==> config.mk <==
export PLATFORM = sky130hd
export DESIGN_NAME = bounded_random_generator
export DESIGN_NICKNAME = d
export VERILOG_FILES = /design/src/rtl/core/brg_pkg.sv /design/src/rtl/core/brg_ctrl.sv /design/src/rtl/core/brg_dp.sv /design/src/rtl/core/bounded_random_generator.sv
export SDC_FILE = /design/constraint.sdc
export NUM_CORES = 1
export LEC_CHECK = 0
export ABC_AREA = 1
export BUFFER_PORTS_ARGS = -buffer_cell sky130_fd_sc_hd__clkbuf_2
export CORE_AREA = 2 2 226 228
export CTS_CLUSTER_SIZE = 28
export DETAILED_ROUTE_END_ITERATION = 6
export DIE_AREA = 0 0 228 230
export PLACE_DENSITY = 0.53
export SLEW_MARGIN = 20
export SYNTH_ARGS = -nofsm -noshare
export SYNTH_HDL_FRONTEND = slang
export SYNTH_SLANG_ARGS = --single-unit
export TNS_END_PERCENT = 30
==> constraint.sdc <==
create_clock -name clk -period 10 [get_ports clk]
set_clock_uncertainty 0.05 [all_clocks]
set_input_delay 2 -clock clk [delete_from_list [all_inputs] [get_ports clk]]
set_output_delay 2 -clock clk [all_outputs]
set_load 0.05 [all_outputs]
==> src/rtl/core/brg_pkg.sv <==
// shared constants, types and controller codes for the bounded random generator
package brg_pkg;

  // field and arithmetic widths
  localparam int WORD_W    = 31;
  localparam int MULT_W    = 15;
  localparam int PROD_W    = WORD_W + MULT_W;
  localparam int DIV_STEPS = WORD_W;
  localparam int CNT_W     = $clog2(DIV_STEPS);

  // minimal standard generator constants
  localparam logic [MULT_W-1:0] LCG_MULT = MULT_W'(16807);
  localparam logic [WORD_W-1:0] LCG_MOD  = {WORD_W{1'b1}};
  localparam logic [WORD_W-1:0] SEED_ONE = WORD_W'(1);

  // controller states
  typedef enum logic [2:0] {
    ST_IDLE,
    ST_MUL,
    ST_FOLD,
    ST_DIV,
    ST_DONE
  } state_t;

  // commands from controller to datapath
  typedef struct packed {
    logic load;   // capture range limit of the accepted beat
    logic mul;    // register seed times multiplier
    logic fold;   // reduce product, update seed, start division
    logic step;   // one restoring division step
    logic emit;   // load the output register
  } cmd_t;

endpackage

==> src/rtl/core/brg_ctrl.sv <==
// controller state machine: sequencing, division step count and output valid
module brg_ctrl (
  input  logic          clk,
  input  logic          rst,
  input  logic          in_valid,
  output logic          in_stall,
  output logic          out_valid,
  input  logic          out_stall,
  output brg_pkg::cmd_t cmd
);

  brg_pkg::state_t                state, state_next;
  logic [brg_pkg::CNT_W-1:0]      count, count_next;
  logic                           out_valid_next;

  // state, counter and valid registers
  always_ff @(posedge clk) begin
    if (rst) begin
      state     <= brg_pkg::ST_IDLE;
      count     <= '0;
      out_valid <= 1'b0;
    end else begin
      state     <= state_next;
      count     <= count_next;
      out_valid <= out_valid_next;
    end
  end

  // next state and commands
  always_comb begin
    state_next = state;
    count_next = count;
    cmd        = '0;
    unique case (state)
      brg_pkg::ST_IDLE: begin
        if (in_valid) begin
          cmd.load   = 1'b1;
          state_next = brg_pkg::ST_MUL;
        end
      end
      brg_pkg::ST_MUL: begin
        cmd.mul    = 1'b1;
        state_next = brg_pkg::ST_FOLD;
      end
      brg_pkg::ST_FOLD: begin
        cmd.fold   = 1'b1;
        count_next = '0;
        state_next = brg_pkg::ST_DIV;
      end
      brg_pkg::ST_DIV: begin
        cmd.step = 1'b1;
        if (count == brg_pkg::CNT_W'(brg_pkg::DIV_STEPS - 1)) begin
          state_next = brg_pkg::ST_DONE;
        end else begin
          count_next = count + 1'b1;
        end
      end
      brg_pkg::ST_DONE: begin
        if (!out_valid || !out_stall) begin
          cmd.emit   = 1'b1;
          state_next = brg_pkg::ST_IDLE;
        end
      end
      default: state_next = brg_pkg::ST_IDLE;
    endcase
  end

  // output valid: set on emit, cleared when the beat is taken
  always_comb begin
    priority if (cmd.emit) begin
      out_valid_next = 1'b1;
    end else if (out_valid && !out_stall) begin
      out_valid_next = 1'b0;
    end else begin
      out_valid_next = out_valid;
    end
  end

  assign in_stall = (state != brg_pkg::ST_IDLE);

endmodule

==> src/rtl/core/brg_dp.sv <==
// datapath: seed register, multiply and fold, restoring divider, output register
module brg_dp (
  input  logic                       clk,
  input  logic                       rst,
  input  brg_pkg::cmd_t              cmd,
  input  logic [brg_pkg::WORD_W-1:0] range_limit,
  output logic [brg_pkg::WORD_W-1:0] random_value
);

  logic [brg_pkg::WORD_W-1:0] seed;
  logic [brg_pkg::WORD_W-1:0] limit;
  logic [brg_pkg::PROD_W-1:0] prod;
  logic [brg_pkg::WORD_W-1:0] quo;
  logic [brg_pkg::WORD_W-1:0] rem;

  logic [brg_pkg::WORD_W-1:0] seed_eff;
  logic [brg_pkg::WORD_W:0]   fold_sum;
  logic [brg_pkg::WORD_W-1:0] seed_next;
  logic [brg_pkg::WORD_W:0]   trial;
  logic [brg_pkg::WORD_W:0]   trial_diff;
  logic                       trial_ge;

  // zero seed is forced to one
  assign seed_eff = (seed == '0) ? brg_pkg::SEED_ONE : seed;

  // mod 2^31-1: add high part to low part, subtract modulus once if needed
  assign fold_sum = {1'b0, prod[brg_pkg::WORD_W-1:0]}
                  + (brg_pkg::WORD_W + 1)'(prod[brg_pkg::PROD_W-1:brg_pkg::WORD_W]);
  always_comb begin
    if (fold_sum >= {1'b0, brg_pkg::LCG_MOD}) begin
      seed_next = brg_pkg::WORD_W'(fold_sum - {1'b0, brg_pkg::LCG_MOD});
    end else begin
      seed_next = fold_sum[brg_pkg::WORD_W-1:0];
    end
  end

  // one restoring division step
  assign trial      = {rem, quo[brg_pkg::WORD_W-1]};
  assign trial_diff = trial - {1'b0, limit};
  assign trial_ge   = (trial >= {1'b0, limit});

  // seed state
  always_ff @(posedge clk) begin
    if (rst) begin
      seed <= brg_pkg::SEED_ONE;
    end else if (cmd.fold) begin
      seed <= seed_next;
    end
  end

  // payload registers
  always_ff @(posedge clk) begin
    if (cmd.load) begin
      limit <= range_limit;
    end
    if (cmd.mul) begin
      prod <= brg_pkg::PROD_W'(seed_eff) * brg_pkg::PROD_W'(brg_pkg::LCG_MULT);
    end
    if (cmd.fold) begin
      quo <= seed_next;
      rem <= '0;
    end else if (cmd.step) begin
      quo <= {quo[brg_pkg::WORD_W-2:0], 1'b0};
      rem <= trial_ge ? trial_diff[brg_pkg::WORD_W-1:0] : trial[brg_pkg::WORD_W-1:0];
    end
    if (cmd.emit) begin
      random_value <= (limit == '0) ? '0 : rem;
    end
  end

endmodule

==> src/rtl/core/bounded_random_generator.sv <==
// top level: random value below a range limit from a minimal standard generator
// from input beat to output beat: multiply, fold, restoring divider at one quotient bit per cycle, emit
// one item at a time: a new beat waits for emit, and emit waits while a held result is stalled
// a finished result waits in the output register while the next beat is accepted
// reset: synchronous active high, seed returns to one, controller idle, no output valid
module bounded_random_generator (
  input  logic                       clk,
  input  logic                       rst,
  input  logic                       in_valid,
  output logic                       in_stall,
  input  logic [brg_pkg::WORD_W-1:0] range_limit,
  output logic                       out_valid,
  input  logic                       out_stall,
  output logic [brg_pkg::WORD_W-1:0] random_value
);

  brg_pkg::cmd_t cmd;

  // sequencing
  brg_ctrl u_ctrl (
    .clk       (clk),
    .rst       (rst),
    .in_valid  (in_valid),
    .in_stall  (in_stall),
    .out_valid (out_valid),
    .out_stall (out_stall),
    .cmd       (cmd)
  );

  // arithmetic
  brg_dp u_dp (
    .clk          (clk),
    .rst          (rst),
    .cmd          (cmd),
    .range_limit  (range_limit),
    .random_value (random_value)
  );

endmodule

==> run_summary.xml <==
<?xml version="1.0" encoding="UTF-8"?>
<metrics>
  <group name="run_status">
    <metric name="status" unit="">completed</metric>
  </group>
  <group name="logic_synthesis">
    <metric name="ys_top_cells_by_area" unit="">sky130_fd_sc_hd__edfxtp_1 (21%), sky130_fd_sc_hd__ha_1 (15%), sky130_fd_sc_hd__fa_1 (11%)</metric>
    <metric name="synth-seq-cells" unit="">210</metric>
    <metric name="yosysSeqAreaShare" unit="%">28.3</metric>
    <metric name="async_flop_share" unit="%">0</metric>
    <metric name="netlist_instances" unit="">2572</metric>
    <metric name="synthFlopType" unit="">sky130_fd_sc_hd__edfxtp_1</metric>
    <metric name="edff_count_synth" unit="">139</metric>
    <metric name="netlist_area" unit="µm²">19800</metric>
    <metric name="synth.avg_cell_area" unit="µm²">7.70</metric>
    <metric name="post-synth-top-area-cell" unit="">sky130_fd_sc_hd__edfxtp_1</metric>
    <metric name="ys.warnings.count" unit="">0</metric>
    <metric name="yosys.cell_types.count" unit="">53</metric>
    <metric name="synth.net_count" unit="">2952</metric>
    <metric name="synthDominantCellAreaShare" unit="%">21.1</metric>
  </group>
  <group name="pwr">
    <metric name="overall_power_consumption" unit="W">0.00615</metric>
    <metric name="power.leakage" unit="nW">11.4</metric>
    <metric name="powerDensity" unit="nW/µm²">283</metric>
    <metric name="ir_worst_vdd" unit="mV">0.117</metric>
  </group>
  <group name="final_layout">
    <metric name="final_nets" unit="">2987</metric>
    <metric name="diodes" unit="">0</metric>
    <metric name="fill_cells" unit="">5165</metric>
    <metric name="postLayoutCoreUtil" unit="%">43.5</metric>
    <metric name="final_layout_size_suffix_gt1_share" unit="%">6.51</metric>
    <metric name="areaGrowthSynthToFinish" unit="%">9.61</metric>
  </group>
  <group name="clocking">
    <metric name="clock_tree_buffer_depth" unit="">3</metric>
    <metric name="post_cts_hold_buffer_count" unit="">0</metric>
    <metric name="cts_resized" unit="">0</metric>
    <metric name="cts_tree" unit="">yes</metric>
    <metric name="worst_setup_hold_path_clk_slew" unit="ns">0.06</metric>
    <metric name="cts_inserted_buffers" unit="">27</metric>
    <metric name="skew_pair_late_insertion_delay" unit="ns">0.58</metric>
    <metric name="post-cts-setup-buffer-count" unit="">0</metric>
    <metric name="cts.sink_count" unit="">210</metric>
    <metric name="cts_root_buf" unit="">sky130_fd_sc_hd__clkbuf_16</metric>
    <metric name="h_tree_level_count" unit="">1</metric>
  </group>
  <group name="routing">
    <metric name="drc" unit="">0</metric>
    <metric name="route.antenna.remaining_nets" unit="">0</metric>
    <metric name="wl_per_cell" unit="µm">17.3</metric>
    <metric name="vias_post_dr" unit="">16400</metric>
    <metric name="first_iter_violations" unit="">1232</metric>
    <metric name="firstDrtPassIters" unit="">5</metric>
    <metric name="detail_route.vias_per_cell" unit="">4.97</metric>
    <metric name="totalWireLength" unit="µm">57100</metric>
  </group>
  <group name="sta">
    <metric name="fin_crit" unit="ns">6.78</metric>
    <metric name="tns" unit="ns">0</metric>
    <metric name="max_freq" unit="MHz">148</metric>
    <metric name="setup_viol" unit="">0</metric>
    <metric name="setup_repair_after_global_routing_missed_its_margin" unit="">no</metric>
    <metric name="postLayoutSetupSlackWorst" unit="ns">3.22</metric>
    <metric name="holdWs" unit="ns">0.439</metric>
    <metric name="tightest_slew" unit="ns">0.936</metric>
    <metric name="maxSlewViolCount" unit="">0</metric>
    <metric name="slew_headroom" unit="%">37.6</metric>
    <metric name="timing.final.hold_violations" unit="">0</metric>
    <metric name="layout_worst_path_cycle_share" unit="%">67.8</metric>
  </group>
  <group name="worst_setup_path">
    <metric name="cpLargestDelayFamily" unit="">adder cells</metric>
    <metric name="timing.critical_path.buf_inv" unit="">4</metric>
    <metric name="path_class" unit="">reg -&gt; reg</metric>
    <metric name="worstSetupStartpointType" unit="">register</metric>
    <metric name="critical_path.endpoint_type" unit="">register</metric>
    <metric name="ff2ff_setup_slack" unit="ns">3.22</metric>
    <metric name="critPathRequiredTime" unit="ns">10.28</metric>
    <metric name="crit_path_max_incr_delay" unit="ns">0.86</metric>
    <metric name="arr_time_crit_path" unit="ns">7.06</metric>
    <metric name="worst_path_max_delay_cell" unit="">sky130_fd_sc_hd__o41ai_2</metric>
    <metric name="critPathMaxFanout" unit="">8</metric>
  </group>
  <group name="die">
    <metric name="die_width" unit="µm">228</metric>
    <metric name="std_cell_rows" unit="">82</metric>
    <metric name="dieHeight" unit="µm">230</metric>
    <metric name="core_region_area" unit="µm²">49900</metric>
    <metric name="io_pins" unit="">68</metric>
    <metric name="die_area" unit="µm²">52400</metric>
    <metric name="initial_utilization" unit="%">39.7</metric>
  </group>
  <group name="grt">
    <metric name="globalRoute.totalOverflow" unit="">0</metric>
    <metric name="via_count_of_the_first_global_routing_pass" unit="">16000</metric>
    <metric name="global_route.usage.total" unit="%">21.7</metric>
    <metric name="number_of_antenna_violations_at_the_first_check_in_global_routing" unit="">0</metric>
    <metric name="grt_max_degree" unit="">65</metric>
    <metric name="grt_pass1_wl" unit="µm">89700</metric>
  </group>
  <group name="place">
    <metric name="place_hpwl" unit="µm">47800</metric>
    <metric name="port-buffer-count" unit="">67</metric>
    <metric name="preCtsSetupSlack" unit="ns">3.21</metric>
    <metric name="gp_congestion" unit="">0.951</metric>
  </group>
  <group name="run">
    <metric name="maxCapViolations" unit="">0</metric>
  </group>
  <group name="hold_path">
    <metric name="min-delay-path-class" unit="">reg -&gt; reg</metric>
  </group>
</metrics>
## path summary, 6_finish.rpt
check,from,cells after the start,to
max reg2reg,u_dp.seed[30],25,u_dp.prod[41]
min,u_ctrl.out_valid,2,u_ctrl.out_valid
min reg2reg,u_ctrl.out_valid,2,u_ctrl.out_valid
max,u_dp.seed[30],25,u_dp.prod[41]
## cells in the mapped netlist (3+ instances only)
cell                       number
sky130_fd_sc_hd__nor4_1         8
sky130_fd_sc_hd__o21a_1         7
sky130_fd_sc_hd__fa_1         111
sky130_fd_sc_hd__a21o_1        17
sky130_fd_sc_hd__nand2_2       14
sky130_fd_sc_hd__ha_1         234
sky130_fd_sc_hd__dfxtp_1       71
sky130_fd_sc_hd__nand3b_1      10
sky130_fd_sc_hd__clkbuf_8       5
sky130_fd_sc_hd__clkbuf_1      54
sky130_fd_sc_hd__nor3_1        28
sky130_fd_sc_hd__o22ai_1        3
sky130_fd_sc_hd__nor2_2         8
sky130_fd_sc_hd__o21bai_1       7
sky130_fd_sc_hd__inv_2          3
sky130_fd_sc_hd__xor2_1        50
sky130_fd_sc_hd__a31oi_1       11
sky130_fd_sc_hd__buf_2          5
sky130_fd_sc_hd__or2_2          8
sky130_fd_sc_hd__nand3_1      109
sky130_fd_sc_hd__o211ai_1       8
sky130_fd_sc_hd__o21ai_0       99
sky130_fd_sc_hd__nor2_1       237
sky130_fd_sc_hd__nor2_4         4
sky130_fd_sc_hd__a21oi_1      151
sky130_fd_sc_hd__nand2_1      553
sky130_fd_sc_hd__edfxtp_1     139
sky130_fd_sc_hd__nand3_2        4
sky130_fd_sc_hd__nand4_1       25
sky130_fd_sc_hd__xnor2_1       27
sky130_fd_sc_hd__o21ai_1        4
sky130_fd_sc_hd__inv_1        529
## routing by layer
layer  global-route usage (%)  vias to the layer above  wire length (µm)
met5                        0                        -                 0
li1                         -                     8231                 -
met4                     4.62                        0              1070
met1                     32.9                     7743             29000
met2                     33.1                      367             23900
met3                     2.55                       51              3060
## through the flow
step           instances  area, µm²
6_report            3300      21700
5_1_grt             3300      21700
4_1_cts             3300      21700
3_5_place_dp        3250      20700
3_3_place_gp        3250      20700
2_1_floorplan       2572      19800
## kinds of logic (layout without fill, tap and decap cells)
group	count (synthesis)	after routing	share of synthesized area (%)
AND/OR/NAND/NOR	1015	1015	21.5
buffers and inverters	603	659	11.8
adder cells (fa/ha/maj)	345	345	26.0
AO/OA/AOI/OAI	322	322	9.02
flip-flops	210	210	28.3
XOR/XNOR	77	77	3.41
## tightest hold or removal path: stages (launching register included)
cell and delay (ns):
sky130_fd_sc_hd__dfxtp_1 0.31, sky130_fd_sc_hd__nand2_1 0.07, sky130_fd_sc_hd__a21oi_1 0.06
## sequential cells by signal (all words and copies together), names as in the netlist
name               flops
u_dp.quo              31
u_dp.rem              31
u_dp.random_value     31
u_dp.prod             46
u_ctrl.state           3
u_dp.seed             31
u_ctrl.count           5
u_dp.limit            31
u_ctrl.out_valid       1
## cell type report
| type | count | area, µm² | share of cell area (%) |
|---|---|---|---|
| clock buffer | 36 | 761 | 3.50 |
| clock inverter | 14 | 206 | 0.951 |
| inverter | 533 | 2000 | 9.22 |
| multi-input combinational | 1759 | 11900 | 54.8 |
| sequential | 210 | 5600 | 25.8 |
| tap | 672 | 841 | 3.87 |
| timing repair buffer | 76 | 403 | 1.86 |
## power breakdown
part | switching [W] | internal [W]
clock | 0.000416 | 0.000644
combinational | 0.00241 | 0.00125
sequential | 0.000199 | 0.00123
total | 0.00302 | 0.00313
## layout by cell type (no fill, tap or decap), types with 28 or more instances in the layout
cell and instances:
sky130_fd_sc_hd__nand3_1 108, sky130_fd_sc_hd__xor2_1 50, sky130_fd_sc_hd__fa_1 111, sky130_fd_sc_hd__a21oi_1 151, sky130_fd_sc_hd__clkbuf_2 67, sky130_fd_sc_hd__ha_1 234
sky130_fd_sc_hd__inv_1 529, sky130_fd_sc_hd__edfxtp_1 139, sky130_fd_sc_hd__o21ai_0 99, sky130_fd_sc_hd__dfxtp_1 71, sky130_fd_sc_hd__nor2_1 235, sky130_fd_sc_hd__nand2_1 552
sky130_fd_sc_hd__clkbuf_16 28
Power figures use the tool's default switching activity.
